`src/sacl_ram.sv`:
```
`timescale 1ns / 1ps
// ----------------------------------------------------------------------------
// sacl_ram: generic simple dual-port RAM
// One write port, one read port, read data registered.
// ----------------------------------------------------------------------------
module sacl_ram #(
	parameter int WIDTH = 8,
	parameter int DEPTH = 16
) (
	input  logic                     clk,
	input  logic                     we,
	input  logic [$clog2(DEPTH)-1:0] waddr,
	input  logic [WIDTH-1:0]         wdata,
	input  logic                     re,
	input  logic [$clog2(DEPTH)-1:0] raddr,
	output logic [WIDTH-1:0]         rdata
);

	logic [WIDTH-1:0] mem [DEPTH];

	always_ff @(posedge clk) begin
		if (we) begin
			mem[waddr] <= wdata;
		end
		if (re) begin
			rdata <= mem[raddr];
		end
	end

endmodule

```
`config.mk`:
```
export PLATFORM = sky130hd
export DESIGN_NAME = sacl_ram
export DESIGN_NICKNAME = d
export VERILOG_FILES = /design/src/sacl_ram.sv
export SDC_FILE = /design/constraint.sdc
export NUM_CORES = 1
export LEC_CHECK = 0
export ABC_CLOCK_PERIOD_IN_PS = 2300
export BUFFER_PORTS_ARGS = -buffer_cell sky130_fd_sc_hd__buf_2
export CAP_MARGIN = 20
export CORE_MARGIN = 1
export CORE_UTILIZATION = 55
export DETAILED_ROUTE_END_ITERATION = 7
export PLACE_DENSITY_LB_ADDON = 0.15
export SYNTH_ARGS = -nofsm -noshare
export SYNTH_HDL_FRONTEND = slang
export SYNTH_SLANG_ARGS = --single-unit
```
`constraint.sdc`:
```
create_clock -name clk -period 2.3 [get_ports clk]
set_input_delay 0.115 -clock clk [delete_from_list [all_inputs] [get_ports clk]]
set_output_delay 0.115 -clock clk [all_outputs]
set_load 0.01 [all_outputs]
```
Word level (Yosys, flattened, before mapping)

Memory sizes are Yosys's and may differ from the RTL's. A register that Yosys moved wholly into a read port is not among the register bits.
Cells that the tools add are included.

Multiplexer cells: 2

Operators by type and width:

| kind    | count |
|---|---|
| $mux W1 | 2 |

Input port bits: 19
RAM bits: 128
Output and inout bits: 8
Memories: 1
Register bits: 0
Word-level logic and storage cells: 3

Memory list:

| name | words | bits a word | read ports | clocked after memory_dff | wr ports | line | source |
|---|---|---|---|---|---|---|---|
| mem  | 16    | 8           | 1          | 1                        | 1        | 19   | `logic [WIDTH-1:0] mem [DEPTH];` |

Longest topological paths before layout

Gate-level depths: netlist (run 1).

Word-level depth: 2
Gate-level depth with buffers: 5
Depth with buffers taken out: 3

Worst setup path after synthesis (run 1)

OpenSTA, ideal clock, no wires.

Kind: in2reg
Start: in waddr[2]
End: mem mem[0][0] (enable)
Library setup time: 0.383 ns
Data arrival time: 1.225 ns
Slack: 0.692 ns
Cell stages on the path: 2
Data required time: 1.917 ns
Buffers on the path: 0
Path through: or3b_2 -> nor3_1

RTL lines:

| element            | line | source |
|---|---|---|
| start: declaration | 12   | `input logic [$clog2(DEPTH)-1:0] waddr,` |
| end: declaration   | 19   |  |

Straight into the memory's write port.

==> run metrics, run 1 <==
CTS tree=yes; initial antenna violation count=0; Diodes inserted=0; Post-DP HPWL=5910 um; power density over the cells=893 nW/um^2; cell type with the largest total area after synthesis=edfxtp_1; top post-synthesis cells by area=edfxtp_1 78%, mux4_2 7.8%, mux4_1 7.0%, a22oi_1 2.3%, nor2_1 0.93%; worst slew pin tran=0.701 ns; worst-path fanout max=1; largest net degree at the start of global routing=33; die width=99.5 um; Slew headroom=0.531; detailed-router iteration count before antenna repair=4; maximum VDD drop=571 uV; minimum clock period after layout=1.48 ns; Core Box Area=9240 um^2; Post-Syn Instances=229; # resized after CTS=0; Post-synth EDFFs=136; Clk pwr share=0.448; Main synth FF type=edfxtp_1; Via Count=2499; Final Routed Wirelength=9460 um; CP Capture Type=register; Maximum Capacitance Violations=0; Avg Cell Area, Syn=22.8 um^2; Gate power share=0.047; Hold Vio Cnt, Final=0; Synthesized Nets=248; Hold Slack=0.161 ns; clk_skew=0.00886 ns; Final setup viols=0; # H-tree levels=4; Leak=2.11 nW; Overall Global Routing Usage=0.214; Wirelength per Cell=21.8 um; Post-CTS Setup Inserts=0; layout cells sized above 1=0.298; Worst-path clk slew=0.06 ns; Post-synth ARST share=0; fill count=600; Hold Path Class=input port to register; P_int=4.43 mW; Yosys top cell area share=0.781; NetSw=1.13 mW; most frequent cell after synthesis=edfxtp_1; Max Root-Sink Buffers=2; Starting Density=0.566; IO Port Bufs=26; routed vias/inst=5.76; fmax=676 MHz; first-pass GRT wire length=14400 um; Placed Cells incl. Taps=393; fin nets=311; DRC Markers=0; synthesis warning total=0; Layout Cells excl Fill=434; grt ovf=0; Clock Latency Late Sink=0.52 ns; die area=9900 um^2; Sink Count=136; Commonest cells post-synth=136 x edfxtp_1, 18 x mux4_2, 16 x a22oi_1, 14 x mux4_1, 13 x nor2_1; post-synthesis cell area=5230 um^2; sequential area share after synthesis=0.781; crit path DAT=1.74 ns; synthesis-to-layout area growth=19.1%; TritonCTS Buffers=17; Tcrit/Tclk final=0.643; Slew Viols, Final=0; crit start category=register; switching share of power=0.203; Rows=35; GP Congestion=0.717; Detail Route Antenna Nets=0; CP Data Required Time=2.57 ns; die height=99.5 um; Seq pwr share=0.505; crit path kind=register to register; unrepaired setup endpoints after global routing=no; Root Buffer=clkbuf_8; status=completed; Yosys reg bits=136; setup_tns=0 ns; Cell variety after synth=18; vias in the first global route=2536; Iteration-0 DRC Markers=194; # IOs=27
[cell families (layout without fill, tap and decap cells)]
logic type / count (synthesis) / in the layout / synth area share
AO/OA/AOI/OAI: 16 / 16 / 0.0230
buffers and inverters: 10 / 86 / 0.0165
flip-flops: 136 / 136 / 0.781
multiplexers: 32 / 32 / 0.148
AND/OR/NAND/NOR: 35 / 35 / 0.0314
[routing by layer]
layer / up-vias / routed length, um / global-route usage
li1: 1107 / - / -
met1: 1307 / 4340 / 0.292
met2: 68 / 4640 / 0.332
met3: 17 / 317 / 0.0520
met4: 0 / 167 / 0.0973
met5: - / 0 / 0
[sequential cells by signal (all words and copies together), names as in the netlist]
name	count
mem	128
rdata	8
[power by group through the flow]
stage               clock network, mW  logic, mW  registers (mW)
floorplan                           0      0.141            2.86
global placement                    0      0.249            2.86
detailed placement                  0      0.254            2.86
CTS                              2.53      0.266            2.81
global route                     2.63      0.282            2.81
finish                           2.49      0.262            2.81
[through the flow]
stage	util	total power, mW	setup WS [ns]	cell area (um^2)
final	0.674	5.56	0.821	6230
after global placement	0.605	3.11	0.594	5590
after floorplan	-	3.00	0.692	5230
after detailed placement	0.605	3.11	0.609	5590
after global routing	0.674	5.73	0.777	6230
after CTS	0.674	5.60	0.830	6230
[layout by cell type (no fill, tap or decap), types with 2 or more instances in the layout]
cell | netlist | layout
clkinv_2 | 0 | 2
bufinv_16 | 0 | 2
nor3_1 | 4 | 4
edfxtp_1 | 136 | 136
mux4_1 | 14 | 14
clkinv_1 | 0 | 4
clkinvlp_4 | 0 | 4
dlygate4sd3_1 | 0 | 9
buf_4 | 1 | 18
a22oi_1 | 16 | 16
clkbuf_16 | 0 | 16
nor2_1 | 13 | 13
nand3b_1 | 2 | 2
buf_2 | 3 | 26
nand2b_1 | 2 | 2
nand2_1 | 9 | 9
mux4_2 | 18 | 18
[worst max-delay path: stages (launching register included)]
cell,delay [ns]
edfxtp_1,0.39
mux4_1,0.56
a22oi_1,0.20
nand2_1,0.07
[timing repair]
action,4_1_cts,5_1_grt
hold buffers,9,0
setup endpoints to repair,0,0
hold endpoints to repair,136,0
[final timing paths]
check / from / endpoint / slack (ns) / cells past startpoint
hold reg to reg: mem[3][3] / rdata[3] / 0.76 / 3
setup / recovery: mem[5][0] / rdata[0] / 0.82 / 3
setup reg to reg: mem[5][0] / rdata[0] / 0.82 / 3
hold / removal: waddr[0] / mem[8][2] / 0.16 / 3
[area by class of cell]
type / instances / area, um^2 / share of cell area
Clock inverter: 14 / 133 / 0.0213
Sequential cell: 136 / 4080 / 0.656
Multi-Input combinational cell: 83 / 1060 / 0.170
Tap cell: 129 / 161 / 0.0259
Timing Repair Buffer: 54 / 375 / 0.0603
Clock buffer: 18 / 418 / 0.0671
(Power assumes the default switching activity.)
==> inputs of run 2 (changes only) <==
--- a/config.mk
+++ b/config.mk
@@ -5,7 +5,8 @@
 export SDC_FILE = /design/constraint.sdc
 export NUM_CORES = 1
 export LEC_CHECK = 0
-export ABC_CLOCK_PERIOD_IN_PS = 2300
+export ABC_AREA = 1
+export ABC_CLOCK_PERIOD_IN_PS = 1500
 export BUFFER_PORTS_ARGS = -buffer_cell sky130_fd_sc_hd__buf_2
 export CAP_MARGIN = 20
 export CORE_MARGIN = 1
==> constraint.sdc (replaced) <==
create_clock -name clk -period 1.5 [get_ports clk]
set_input_delay 0.075 -clock clk [delete_from_list [all_inputs] [get_ports clk]]
set_output_delay 0.075 -clock clk [all_outputs]
set_load 0.01 [all_outputs]
==> run metrics, run 2 <==
Cell variety after synth=11; critical path's slowest cell=edfxtp_1; routed vias/inst=5.21; Starting Density=0.566; Iteration-0 DRC Markers=381; CTS tree=yes; most flop-heavy register=mem; die height=105 um; commonest cells after routing, fill and taps aside=173 x nand2_1, 136 x edfxtp_1, 100 x inv_1, 97 x nand3_1, 26 x buf_2; Post-DP HPWL=7840 um; final worst slack=0.339 ns; Post-CTS Setup Inserts=0; Synthesized Nets=570; synthesis-to-layout area growth=16.7%; dpl ws=0.0804 ns; Detail Route Antenna Nets=0; CP cell instances=inv_1 > nand2_1 > nand3_1 > nand3_1 > nand3_1 > nand2_1; setup_tns=0 ns; critical path's largest stage delay=0.37 ns; Post-synth EDFFs=136; die width=105 um; Slew Viols, Final=0; crit path DAT=1.43 ns; biggest regs=mem x128, rdata x8; max reg flops=128; Post-Syn Instances=551; top post-synthesis cells by area=edfxtp_1 70%, nand2_1 11%, nand3_1 8.3%, inv_1 6.4%, buf_6 1.2%; first-pass GRT wire length=20500 um; fin nets=624; # H-tree levels=4; largest net degree at the start of global routing=45; maximum VDD drop=724 uV; Rows=37; worst-path fanout max=1; placed cell area=6190 um^2; Sink Count=136; Hold Slack=0.0797 ns; die area=11000 um^2; CP Capture Type=register; utilization after layout=0.661; cell type with the largest total area after synthesis=edfxtp_1; unrepaired setup endpoints after global routing=no; Overall Global Routing Usage=0.258; initial antenna violation count=0; Leak=2.96 nW; delay-heaviest family, CP=simple AND/OR/NAND/NOR gates; most frequent cell after synthesis=nand2_1; Final setup viols=0; layout cells sized above 1=0.123; commonest non-fill, non-tap cell in the layout=nand2_1; power density over the cells=1260 nW/um^2; Yosys top cell area share=0.698; Commonest cells post-synth=173 x nand2_1, 136 x edfxtp_1, 100 x inv_1, 97 x nand3_1, 17 x nor2_1; Core Box Area=10300 um^2; post-synthesis cell area=5850 um^2; fmax=862 MHz; Worst-path clk slew=0.06 ns; Max Root-Sink Buffers=2; GP Congestion=0.797; synthesis warning total=0; Hold Path Class=input port to register; crit path buf inv count=1; TritonCTS Buffers=17; clk_skew=0.00467 ns; IO Port Bufs=26; minimum clock period after layout=1.16 ns; Placed Cells incl. Taps=712; Clock Latency Late Sink=0.52 ns; detailed-router iteration count before antenna repair=5; worst slew pin tran=0.654 ns; Avg Cell Area, Syn=10.6 um^2; vias in the first global route=3789; Hold Vio Cnt, Final=0; Root Buffer=clkbuf_8; finished layout cell area=6820 um^2; grt ovf=0; Maximum Capacitance Violations=0; Wirelength per Cell=17.0 um; total power=8.59 mW; DRC Markers=0; sequential area share after synthesis=0.698; Slew headroom=0.563; # IOs=27; status=completed; Post-synth ARST share=0; Layout Cells excl Fill=753; CP Data Required Time=1.77 ns; Yosys reg bits=136; Via Count=3921; crit start category=register; Final Routed Wirelength=12800 um; Tcrit/Tclk final=0.774; Main synth FF type=edfxtp_1; Diodes inserted=0; crit path kind=register to register; fill count=775; CP dominant cell by count=nand3_1
[run 2: worst min-delay path, cell delays in order]
cell	delay [ns]
buf_2	0.12
nand2_1	0.14
nor2_1	0.09
[run 2: layout make-up]
class,count,area (um^2),area share
Inverter,102,383,0.0561
Clock inverter,12,110,0.0161
Clock buffer,19,422,0.0618
Tap cell,136,170,0.0249
Timing Repair Buffer,59,440,0.0646
Sequential cell,136,4080,0.599
Multi-Input combinational cell,289,1210,0.178
[run 2: final timing paths]
path | from | endpoint | slack, ns | depth (start not counted)
worst min-delay path | we | mem[2][1] | 0.08 | 3
worst max-delay path | mem[11][5] | rdata[5] | 0.34 | 6
worst max register to register | mem[11][5] | rdata[5] | 0.34 | 6
worst min register to register | mem[15][7] | rdata[7] | 0.76 | 6
[run 2: cell families (layout without fill, tap and decap cells)]
kind of cell,after synthesis,count (layout),share of synthesized area
simple gates,289,289,0.208
flops,136,136,0.698
buf+inv,126,192,0.0939
[run 2: timing repair]
item / CTS / global route
hold buffers: 10 / 0
resized for setup: 0 / 0
endpoints found under the hold margin: 138 / 0
[run 2: report_power, final]
part	internal, mW	switching [mW]	total [mW]
sequential	4.28	0.0227	4.31
clock	2.31	1.42	3.74
combinational	0.175	0.370	0.545
[run 2: routing by layer]
layer	vias up	wire (um)	global-route usage
li1	1890	-	-
met4	0	282	0.111
met3	28	1010	0.0655
met2	168	5980	0.388
met5	-	0	0
met1	1835	5560	0.359
